### src/hdl/microwire_eeprom_master_macros.svh
// Assertion macros used by the sequencer module of the serial EEPROM master.
// Each macro expects signals named clk and arst_n in the module that uses it.
`ifndef MICROWIRE_EEPROM_MASTER_MACROS_SVH
`define MICROWIRE_EEPROM_MASTER_MACROS_SVH

// The consequent must hold in the same cycle as the antecedent.
`define MWE_ASSERT_SAME(lbl, ante, cons, msg) \
	lbl: assert property (@(posedge clk) disable iff (!arst_n) (ante) |-> (cons)) \
		else $error(msg);

// The consequent must hold in the cycle after the antecedent.
`define MWE_ASSERT_NEXT(lbl, ante, cons, msg) \
	lbl: assert property (@(posedge clk) disable iff (!arst_n) (ante) |=> (cons)) \
		else $error(msg);

`endif

### src/hdl/mwe_pkg.sv
`timescale 1ns / 1ps

package mwe_pkg;

	localparam int ADDR_BITS = 11;
	localparam int DATA_BITS = 8;
	// Start bit plus opcode plus address: 1 + 2 + ADDR_BITS or 1 + 4 + (ADDR_BITS - 2).
	localparam int CMD_BITS = 3 + ADDR_BITS;
	localparam int FRAME_BITS = CMD_BITS + DATA_BITS;
	localparam int SEND_CW = $clog2(FRAME_BITS + 1);
	localparam int RECV_CW = $clog2(DATA_BITS + 1);
	localparam int POLL_W = 16;
	localparam logic [POLL_W-1:0] POLL_LIMIT_RST = 16'd5000;

	localparam int S_TDATA_W = 24;
	localparam int M_TDATA_W = 16;

	typedef enum logic [2:0] {
		OP_READ       = 3'd0,
		OP_EWEN       = 3'd1,
		OP_BYTE_ERASE = 3'd2,
		OP_ERAL       = 3'd3,
		OP_BYTE_WRITE = 3'd4,
		OP_WRAL       = 3'd5,
		OP_EWDS       = 3'd6
	} op_t;

	localparam logic [1:0] OPC_READ  = 2'b10;
	localparam logic [1:0] OPC_ERASE = 2'b11;
	localparam logic [1:0] OPC_WRITE = 2'b01;
	localparam logic [3:0] OPC_EWEN  = 4'b0011;
	localparam logic [3:0] OPC_ERAL  = 4'b0010;
	localparam logic [3:0] OPC_WRAL  = 4'b0001;
	localparam logic [3:0] OPC_EWDS  = 4'b0000;

	typedef enum logic [2:0] {
		PH_IDLE = 3'd0,
		PH_SEND = 3'd1,
		PH_RECV = 3'd2,
		PH_POLL = 3'd3,
		PH_END  = 3'd4
	} phase_t;

	typedef struct packed {
		logic        req_type;
		logic [2:0]  op;
		logic [10:0] address;
		logic [7:0]  write_data;
		logic        do_level;
	} item_t;

	typedef struct packed {
		logic       chip_select;
		logic       data_in_level;
		logic       clock_pulse;
		logic       busy_res;
		logic       done_res;
		logic [7:0] read_byte;
		logic       timed_out;
		logic       request_rejected;
	} res_t;

	// Start bit, opcode and address, MSB first.
	function automatic logic [CMD_BITS-1:0] cmd_word(input logic [2:0] op,
			input logic [10:0] address);
		logic [15:0] a;
		logic [CMD_BITS-1:0] w;
		a = 16'(address);
		case (op)
			OP_READ:       w = {1'b1, OPC_READ,  a[ADDR_BITS-1:0]};
			OP_BYTE_ERASE: w = {1'b1, OPC_ERASE, a[ADDR_BITS-1:0]};
			OP_BYTE_WRITE: w = {1'b1, OPC_WRITE, a[ADDR_BITS-1:0]};
			OP_EWEN:       w = {1'b1, OPC_EWEN,  a[ADDR_BITS-3:0]};
			OP_ERAL:       w = {1'b1, OPC_ERAL,  a[ADDR_BITS-3:0]};
			OP_WRAL:       w = {1'b1, OPC_WRAL,  a[ADDR_BITS-3:0]};
			default:       w = {1'b1, OPC_EWDS,  a[ADDR_BITS-3:0]};
		endcase
		return w;
	endfunction

	function automatic logic op_has_data(input logic [2:0] op);
		return (op == OP_BYTE_WRITE) || (op == OP_WRAL);
	endfunction

	function automatic logic op_needs_ready(input logic [2:0] op);
		return (op == OP_BYTE_ERASE) || (op == OP_ERAL) || (op == OP_BYTE_WRITE) ||
			(op == OP_WRAL);
	endfunction

endpackage

### src/hdl/mwe_seq.sv
`timescale 1ns / 1ps
`include "microwire_eeprom_master_macros.svh"

module mwe_seq (
	input  logic                            clk,
	input  logic                            arst_n,
	input  logic                            fire,
	input  mwe_pkg::item_t                  item,
	input  logic [mwe_pkg::POLL_W-1:0]      poll_limit,
	output mwe_pkg::res_t                   res
);
	import mwe_pkg::*;

	phase_t                phase_q, phase_d;
	logic [FRAME_BITS-1:0] shift_q, shift_d;
	logic [SEND_CW-1:0]    send_cnt_q, send_cnt_d;
	logic [RECV_CW-1:0]    recv_cnt_q, recv_cnt_d;
	logic [DATA_BITS-1:0]  in_shift_q, in_shift_d;
	logic [POLL_W-1:0]     poll_cnt_q, poll_cnt_d;
	logic                  wait_q, wait_d;
	logic                  to_q, to_d;
	logic                  op_bad;
	logic [POLL_W-1:0]     poll_inc;
	logic                  poll_expired;

	assign op_bad       = item.op > 3'(OP_EWDS);
	assign poll_inc     = poll_cnt_q + POLL_W'(1);
	assign poll_expired = poll_inc >= poll_limit;

	// Next phase.
	always_comb begin
		phase_d = phase_q;
		if (fire) begin
			if (!item.req_type) begin
				if (phase_q == PH_IDLE && !op_bad) begin
					phase_d = PH_SEND;
				end
			end else begin
				unique case (phase_q)
					PH_SEND: begin
						if (send_cnt_q == SEND_CW'(1)) begin
							if (recv_cnt_q != '0) phase_d = PH_RECV;
							else if (wait_q)      phase_d = PH_POLL;
							else                  phase_d = PH_END;
						end
					end
					PH_RECV: begin
						if (recv_cnt_q == RECV_CW'(1)) begin
							phase_d = wait_q ? PH_POLL : PH_END;
						end
					end
					PH_POLL: begin
						if (item.do_level || poll_expired) phase_d = PH_END;
					end
					PH_END:  phase_d = PH_IDLE;
					default: phase_d = PH_IDLE;
				endcase
			end
		end
	end

	// Result word and datapath updates.
	always_comb begin
		res        = '0;
		shift_d    = shift_q;
		send_cnt_d = send_cnt_q;
		recv_cnt_d = recv_cnt_q;
		in_shift_d = in_shift_q;
		poll_cnt_d = poll_cnt_q;
		wait_d     = wait_q;
		to_d       = to_q;
		if (fire) begin
			if (!item.req_type) begin
				if (phase_q != PH_IDLE || op_bad) begin
					res.request_rejected = 1'b1;
					res.chip_select = (phase_q == PH_SEND) || (phase_q == PH_RECV) ||
						(phase_q == PH_POLL);
				end else begin
					shift_d = {cmd_word(item.op, item.address),
						op_has_data(item.op) ? DATA_BITS'(item.write_data) : DATA_BITS'(0)};
					send_cnt_d = op_has_data(item.op) ? SEND_CW'(FRAME_BITS) : SEND_CW'(CMD_BITS);
					recv_cnt_d = (item.op == OP_READ) ? RECV_CW'(DATA_BITS) : RECV_CW'(0);
					wait_d     = op_needs_ready(item.op);
					in_shift_d = '0;
					poll_cnt_d = '0;
					to_d       = 1'b0;
				end
			end else begin
				unique case (phase_q)
					PH_SEND: begin
						res.chip_select   = 1'b1;
						res.clock_pulse   = 1'b1;
						res.data_in_level = shift_q[FRAME_BITS-1];
						shift_d    = {shift_q[FRAME_BITS-2:0], 1'b0};
						send_cnt_d = send_cnt_q - SEND_CW'(1);
					end
					PH_RECV: begin
						res.chip_select = 1'b1;
						res.clock_pulse = 1'b1;
						in_shift_d = {in_shift_q[DATA_BITS-2:0], item.do_level};
						recv_cnt_d = recv_cnt_q - RECV_CW'(1);
					end
					PH_POLL: begin
						res.chip_select = 1'b1;
						if (!item.do_level) begin
							poll_cnt_d = poll_inc;
							if (poll_expired) to_d = 1'b1;
						end
					end
					PH_END: begin
						res.done_res  = 1'b1;
						res.read_byte = in_shift_q[7:0];
						res.timed_out = to_q;
						shift_d    = '0;
						send_cnt_d = '0;
						recv_cnt_d = '0;
						poll_cnt_d = '0;
						wait_d     = 1'b0;
						to_d       = 1'b0;
					end
					default: ;
				endcase
			end
		end
		res.busy_res = fire && (phase_d != PH_IDLE);
	end

	always_ff @(posedge clk or negedge arst_n) begin
		if (!arst_n) begin
			phase_q    <= PH_IDLE;
			shift_q    <= '0;
			send_cnt_q <= '0;
			recv_cnt_q <= '0;
			in_shift_q <= '0;
			poll_cnt_q <= '0;
			wait_q     <= 1'b0;
			to_q       <= 1'b0;
		end else begin
			phase_q    <= phase_d;
			shift_q    <= shift_d;
			send_cnt_q <= send_cnt_d;
			recv_cnt_q <= recv_cnt_d;
			in_shift_q <= in_shift_d;
			poll_cnt_q <= poll_cnt_d;
			wait_q     <= wait_d;
			to_q       <= to_d;
		end
	end

	`MWE_ASSERT_NEXT(a_req_starts_send,
		fire && !item.req_type && phase_q == PH_IDLE && !op_bad, phase_q == PH_SEND,
		"accepted request did not enter the send phase")
	`MWE_ASSERT_SAME(a_done_releases,
		fire && res.done_res, !res.busy_res && !res.chip_select && !res.clock_pulse,
		"done word still shows select or busy")
	`MWE_ASSERT_SAME(a_poll_no_clock,
		fire && item.req_type && phase_q == PH_POLL, res.chip_select && !res.clock_pulse,
		"ready poll tick must hold select without clocking")
	`MWE_ASSERT_SAME(a_recv_count_live,
		phase_q == PH_RECV, recv_cnt_q != '0,
		"receive phase entered with an empty bit count")

endmodule

### src/hdl/microwire_eeprom_master.sv
`timescale 1ns / 1ps
// Channel  | Direction | Content (lowest bits first)
// s_axis   | in        | tuser: req_type; tdata: op, address, write_data, do_level
// m_axis   | out       | tdata: chip_select, data_in_level, clock_pulse, busy_res,
//          |           |        done_res, read_byte, timed_out, request_rejected
// cfg      | in        | ready_poll_limit, written when cfg_we is high
//
// Each word passes from input to output through the input register and then through
// the sequencer into the result register. A new word is accepted in every cycle
// while the output side keeps taking results.
// Reset puts the sequencer into its idle phase and the poll limit to 5000 ticks.
// A stalled output holds the result register. With stage one full, s_tready drops in
// the same cycle; with stage one empty, one more word is taken before the input stalls.

module microwire_eeprom_master (
	input  logic                              clk,
	input  logic                              arst_n,
	input  logic                              s_tvalid,
	output logic                              s_tready,
	// op [2:0], address [13:3], write_data [21:14], do_level [22], zero [23]
	input  logic [mwe_pkg::S_TDATA_W-1:0]     s_tdata,
	// req_type [0]
	input  logic                              s_tuser,
	output logic                              m_tvalid,
	input  logic                              m_tready,
	// chip_select [0], data_in_level [1], clock_pulse [2], busy_res [3], done_res [4],
	// read_byte [12:5], timed_out [13], request_rejected [14], zero [15]
	output logic [mwe_pkg::M_TDATA_W-1:0]     m_tdata,
	input  logic                              cfg_we,
	input  logic [mwe_pkg::POLL_W-1:0]        cfg_wdata
);
	import mwe_pkg::*;

	logic              valid_s1;
	item_t             item_s1;
	res_t              res_s2;
	res_t              res_now;
	logic              advance;
	logic              fire;
	logic [POLL_W-1:0] limit_q;

	// The result register can load when it is empty or being drained.
	assign advance  = !m_tvalid || m_tready;
	assign s_tready = !valid_s1 || advance;
	assign fire     = valid_s1 && advance;

	always_ff @(posedge clk or negedge arst_n) begin
		if (!arst_n) begin
			limit_q <= POLL_LIMIT_RST;
		end else if (cfg_we) begin
			limit_q <= cfg_wdata;
		end
	end

	always_ff @(posedge clk or negedge arst_n) begin
		if (!arst_n) begin
			valid_s1 <= 1'b0;
			m_tvalid <= 1'b0;
		end else begin
			if (s_tready) valid_s1 <= s_tvalid;
			if (advance)  m_tvalid <= valid_s1;
		end
	end

	// Payload registers carry no reset.
	always_ff @(posedge clk) begin
		if (s_tready && s_tvalid) begin
			item_s1.req_type   <= s_tuser;
			item_s1.op         <= s_tdata[2:0];
			item_s1.address    <= s_tdata[13:3];
			item_s1.write_data <= s_tdata[21:14];
			item_s1.do_level   <= s_tdata[22];
		end
		if (fire) res_s2 <= res_now;
	end

	// The sequencer updates its state only on the cycle the word leaves stage one.
	mwe_seq u_seq (
		.clk        (clk),
		.arst_n     (arst_n),
		.fire       (fire),
		.item       (item_s1),
		.poll_limit (limit_q),
		.res        (res_now)
	);

	assign m_tdata = {1'b0, res_s2.request_rejected, res_s2.timed_out, res_s2.read_byte,
		res_s2.done_res, res_s2.busy_res, res_s2.clock_pulse, res_s2.data_in_level,
		res_s2.chip_select};

endmodule
### config.mk
export PLATFORM = sky130hd
export DESIGN_NAME = microwire_eeprom_master
export DESIGN_NICKNAME = d
export VERILOG_FILES = /design/src/hdl/mwe_pkg.sv /design/src/hdl/mwe_seq.sv /design/src/hdl/microwire_eeprom_master.sv
export VERILOG_INCLUDE_DIRS = /design/src /design/src/hdl
export SDC_FILE = /design/constraint.sdc
export NUM_CORES = 1
export LEC_CHECK = 0
export ABC_AREA = 0
export BUFFER_PORTS_ARGS = -buffer_cell sky130_fd_sc_hd__buf_2
export CORE_ASPECT_RATIO = 2
export CORE_MARGIN = 8
export CORE_UTILIZATION = 58
export CTS_CLUSTER_SIZE = 30
export DETAILED_ROUTE_END_ITERATION = 7
export MAX_ROUTING_LAYER = met4
export PLACE_DENSITY_LB_ADDON = 0.2
export SLEW_MARGIN = 20
export SYNTH_ARGS = -nofsm -noshare
export SYNTH_HDL_FRONTEND = slang
export SYNTH_SLANG_ARGS = --single-unit
### constraint.sdc
create_clock -name clk -period 4.4 [get_ports clk]
set_clock_uncertainty 0.2 [all_clocks]
set_input_delay 0.88 -clock clk [delete_from_list [all_inputs] [get_ports clk]]
set_output_delay 0.88 -clock clk [all_outputs]
set_load 0.01 [all_outputs]
==> reports/results.md <==
| Metric | Reported | Unit |
|---|---|---|
| Outcome | completed | - |
| Core outline area | 0.00957 | sq mm |
| Sequential element share of the synthesized area | 0.555 | - |
| Wire length of the first global-routing pass | 18700 | um |
| Fraction of power spent switching nets | 0.281 | - |
| Cell types with the largest area share after synthesis | sky130_fd_sc_hd__dfrtp_1 (32%), sky130_fd_sc_hd__edfxtp_1 (21%), sky130_fd_sc_hd__ha_1 (5.1%) | - |
| Vertical die dimension | 155 | um |
| CTS Hold Buffers Added | 0 | - |
| Max H-tree Level | 4 | - |
| End of the worst register-to-register path | m_tdata[3]$_DFFE_PP_ | - |
| Post-layout net count | 664 | - |
| Maximum buffer depth of the clock tree | 2 | - |
| Post-DRT Antenna Nets | 0 | - |
| Number of unique standard cell types used by synthesis | 57 | - |
| Switching pwr | 0.943 | mW |
| Synth area leader | sky130_fd_sc_hd__dfrtp_1 | - |
| Worst hold path type | flop to flop | - |
| Headroom to the max-slew limit | 0.349 | - |
| Part of the total power dissipated in combinational logic | 0.154 | - |
| Number of standard cells after synthesis | 540 | - |
| Clock period minus worst slack | 3.78 | ns |
| VDD IR max | 573 | uV |
| Pin count of the biggest net entering global routing | 79 | - |
| Clock slew at the register clock pins of the worst setup and hold paths | 0.05 | ns |
| R2r setup slk | 0.62 | ns |
| Proportion of power drawn by flip-flops and latches | 0.433 | - |
| Hold_ws | 0.290 | ns |
| R2r worst-path depth | 11 | - |
| Total Neg Setup Slack | 0 | ns |
| Share of cells above drive strength 1 | 0.184 | - |
| Port Buf Inserts | 61 | - |
| Hold Violations, Final | 0 | - |
| Length of the first detailed-routing pass in iterations | 4 | - |
| # DRC | 0 | - |
| TritonCTS Buffers | 17 | - |
| Synthesized flop and latch total | 117 | - |
| Clock Sinks | 117 | - |
| Share of total power in the clock network | 0.414 | - |
| Number of failing setup endpoints in the final timing report | 0 | - |
| Aggregate global-route resource usage | 0.185 | - |
| Initial antenna violation count | 0 | - |
| Clock tree root buffer cell | sky130_fd_sc_hd__clkbuf_16 | - |
| Post-CTS Resized | 0 | - |
| Critical path peak fanout | 6 | - |
| Max-cap violations | 0 | - |
| Cell-internal power | 2.42 | mW |
| Gr ovfl total | 0 | - |
| Syn avg cell area | 10.4 | sq um |
| Source of the worst register-to-register timing path | u_seq.poll_cnt_q[2]$_DFFE_PN0P_ | - |
| Power per cell area | 511 | mW/mm^2 |
| Via count of the first global-routing pass | 4071 | - |
| Area added between synthesis and finish | 16.7 | % |
| Starting utilization of the core area | 0.589 | - |
| Dominant cell by count in the synthesized netlist | sky130_fd_sc_hd__dfrtp_1 | - |
| Wirelength per Cell | 15.3 | um |
| Number of warnings reported in the yosys synthesis log | 0 | - |
| Worst setup path start | u_seq.poll_cnt_q[2]$_DFFE_PN0P_ | - |
| Clock tree from TritonCTS | done | - |
| Worst setup path class | flop to flop | - |
| Via total after detailed routing | 4045 | - |
| Die outline width | 85.7 | um |
| Fraction of registers with async set or reset after synthesis | 0.667 | - |
| Highest Clock Rate | 0.264 | GHz |
| Final weighted congestion in routability-driven placement | 0.947 | - |
| Leakage power | 2.92 | nW |
| Combined area of all synthesized cells | 0.00564 | sq mm |
| # fillers | 718 | - |
| Post-route total power | 3.36 | mW |
| Unrepaired setup endpoints after global routing | no | - |
| Post-route clock period utilization | 0.859 | - |
| Top-level port count | 64 | - |
| Total Die Area | 0.0133 | sq mm |
| Commonest cells post-synth | sky130_fd_sc_hd__dfrtp_1 (73), sky130_fd_sc_hd__nand2_1 (67), sky130_fd_sc_hd__o21ai_0 (45) | - |
| Total length of routed wires | 10900 | um |
| Top_reg_cell synth | sky130_fd_sc_hd__dfrtp_1 | - |
| DRC marker count from the first detailed-route iteration | 301 | - |
| Post-Synthesis Net Count | 609 | - |
| Element type at the critical path start | flop | - |
| Endpoint class of the critical path | flop | - |
| Clock latency at the later pin of the worst-skew pair | 0.41 | ns |
| Number of flops mapped to enable cells by yosys | 39 | - |
| Number of placed instances with taps included | 681 | - |
| CP arrival | 3.86 | ns |
| Max Slew Vio Count | 0 | - |
| Post-DP HPWL | 7350 | um |
| Crit path required time | 4.48 | ns |
| Via/cell ratio | 5.67 | - |
| Top cell type's share of synthesized area | 0.324 | - |
| Diodes inserted | 0 | - |
| Endpoint of the worst setup timing path | m_tdata[3]$_DFFE_PP_ | - |
| Count of buffers added by post-CTS timing repair for setup | 0 | - |
| Final non-filler cell total | 714 | - |
| Row cnt | 51 | - |
| Worst Tran Pin Value | 0.977 | ns |
-- routing by layer --
layer / wire length, um / GRT usage / vias up
met1: 4610 / 0.201 / 1914
met2: 5660 / 0.304 / 79
met4: 218 / 0.0867 / 0
li1: - / - / 2033
met5: 0 / - / -
met3: 411 / 0.0518 / 19
-- registers in the layout, summed over array words and instances (netlist names) --
register,flops
item_s1,24
valid_s1,1
m_tvalid,1
u_seq.phase_q,3
u_seq.in_shift_q,8
u_seq.wait_q,1
u_seq.to_q,1
u_seq.recv_cnt_q,4
limit_q,16
u_seq.send_cnt_q,5
u_seq.poll_cnt_q,16
m_tdata,15
u_seq.shift_q,22
-- stage by stage --
| stage | util | area, sq um | setup WS, ns |
|---|---|---|---|
| after CTS | 0.686 | 6570 | 0.620 |
| after detailed placement | 0.623 | 5960 | 0.664 |
| after global routing | 0.688 | 6580 | 0.191 |
| after global placement | 0.623 | 5960 | 0.713 |
| after floorplan | - | 5640 | 1.10 |
| final | 0.688 | 6580 | 0.618 |
-- how the worst min path moves through the flow --
stage | startpoint | end | slack (ns) | depth (start not counted)
2_1_floorplan | u_seq.shift_q[21]$_DFFE_PN0P_ | u_seq.shift_q[21]$_DFFE_PN0P_ | 0.24 | 1
3_3_place_gp | u_seq.shift_q[15]$_DFFE_PN0P_ | u_seq.shift_q[15]$_DFFE_PN0P_ | 0.27 | 2
3_5_place_dp | u_seq.shift_q[14]$_DFFE_PN0P_ | u_seq.shift_q[14]$_DFFE_PN0P_ | 0.28 | 2
4_1_cts | u_seq.shift_q[15]$_DFFE_PN0P_ | u_seq.shift_q[15]$_DFFE_PN0P_ | 0.29 | 2
5_1_grt | u_seq.in_shift_q[7]$_DFFE_PN0P_ | u_seq.in_shift_q[7]$_DFFE_PN0P_ | 0.31 | 1
6_report | u_seq.shift_q[4]$_DFFE_PN0P_ | u_seq.shift_q[4]$_DFFE_PN0P_ | 0.29 | 2
-- critical path, stage by stage (launching register included) --
cell	delay, ns
sky130_fd_sc_hd__dfrtp_1	0.42
sky130_fd_sc_hd__nand3_1	0.27
sky130_fd_sc_hd__nor4_2	0.56
sky130_fd_sc_hd__and3_1	0.31
sky130_fd_sc_hd__xor2_1	0.08
sky130_fd_sc_hd__ha_1	0.29
sky130_fd_sc_hd__nand2_1	0.08
sky130_fd_sc_hd__nor4_1	0.41
sky130_fd_sc_hd__o311ai_1	0.26
sky130_fd_sc_hd__and3_1	0.22
sky130_fd_sc_hd__a222oi_1	0.35
sky130_fd_sc_hd__o31a_1	0.18
-- cells by family after synthesis --
family / share of synthesized area
adder cells (fa/ha/maj): 0.0510
flip-flops: 0.555
multiplexers: 0.00377
XOR/XNOR: 0.0233
AO/OA/AOI/OAI: 0.165
other: 0.000665
AND/OR/NAND/NOR: 0.157
buffers and inverters: 0.0444
-- power by group through the flow --
stage | sequential [mW] | combinational (mW) | clock [mW]
finish | 1.45 | 0.516 | 1.39
global route | 1.48 | 0.596 | 1.46
CTS | 1.45 | 0.521 | 1.42
detailed placement | 1.47 | 0.515 | 0
global placement | 1.46 | 0.503 | 0
floorplan | 1.42 | 0.416 | 0
-- area by class of cell --
cell class | instances | area, sq um | area share
clock inverter | 15 | 180 | 0.0274
sequential | 117 | 3130 | 0.475
clock buffer | 17 | 425 | 0.0646
inverter | 25 | 93.8 | 0.0143
multi-input combinational | 367 | 2260 | 0.343
timing repair buffer | 67 | 360 | 0.0547
tap | 106 | 133 | 0.0201
-- cells in the final DEF, fill, tap and decap left out, drive strengths merged, types with 23 or more instances in the layout --
cell,count
ha,23
buf,67
dfrtp,73
edfxtp,39
nor2,27
o21ai,72
inv,28
nand2,67
No activity file was read; power rests on OpenSTA's default activity.
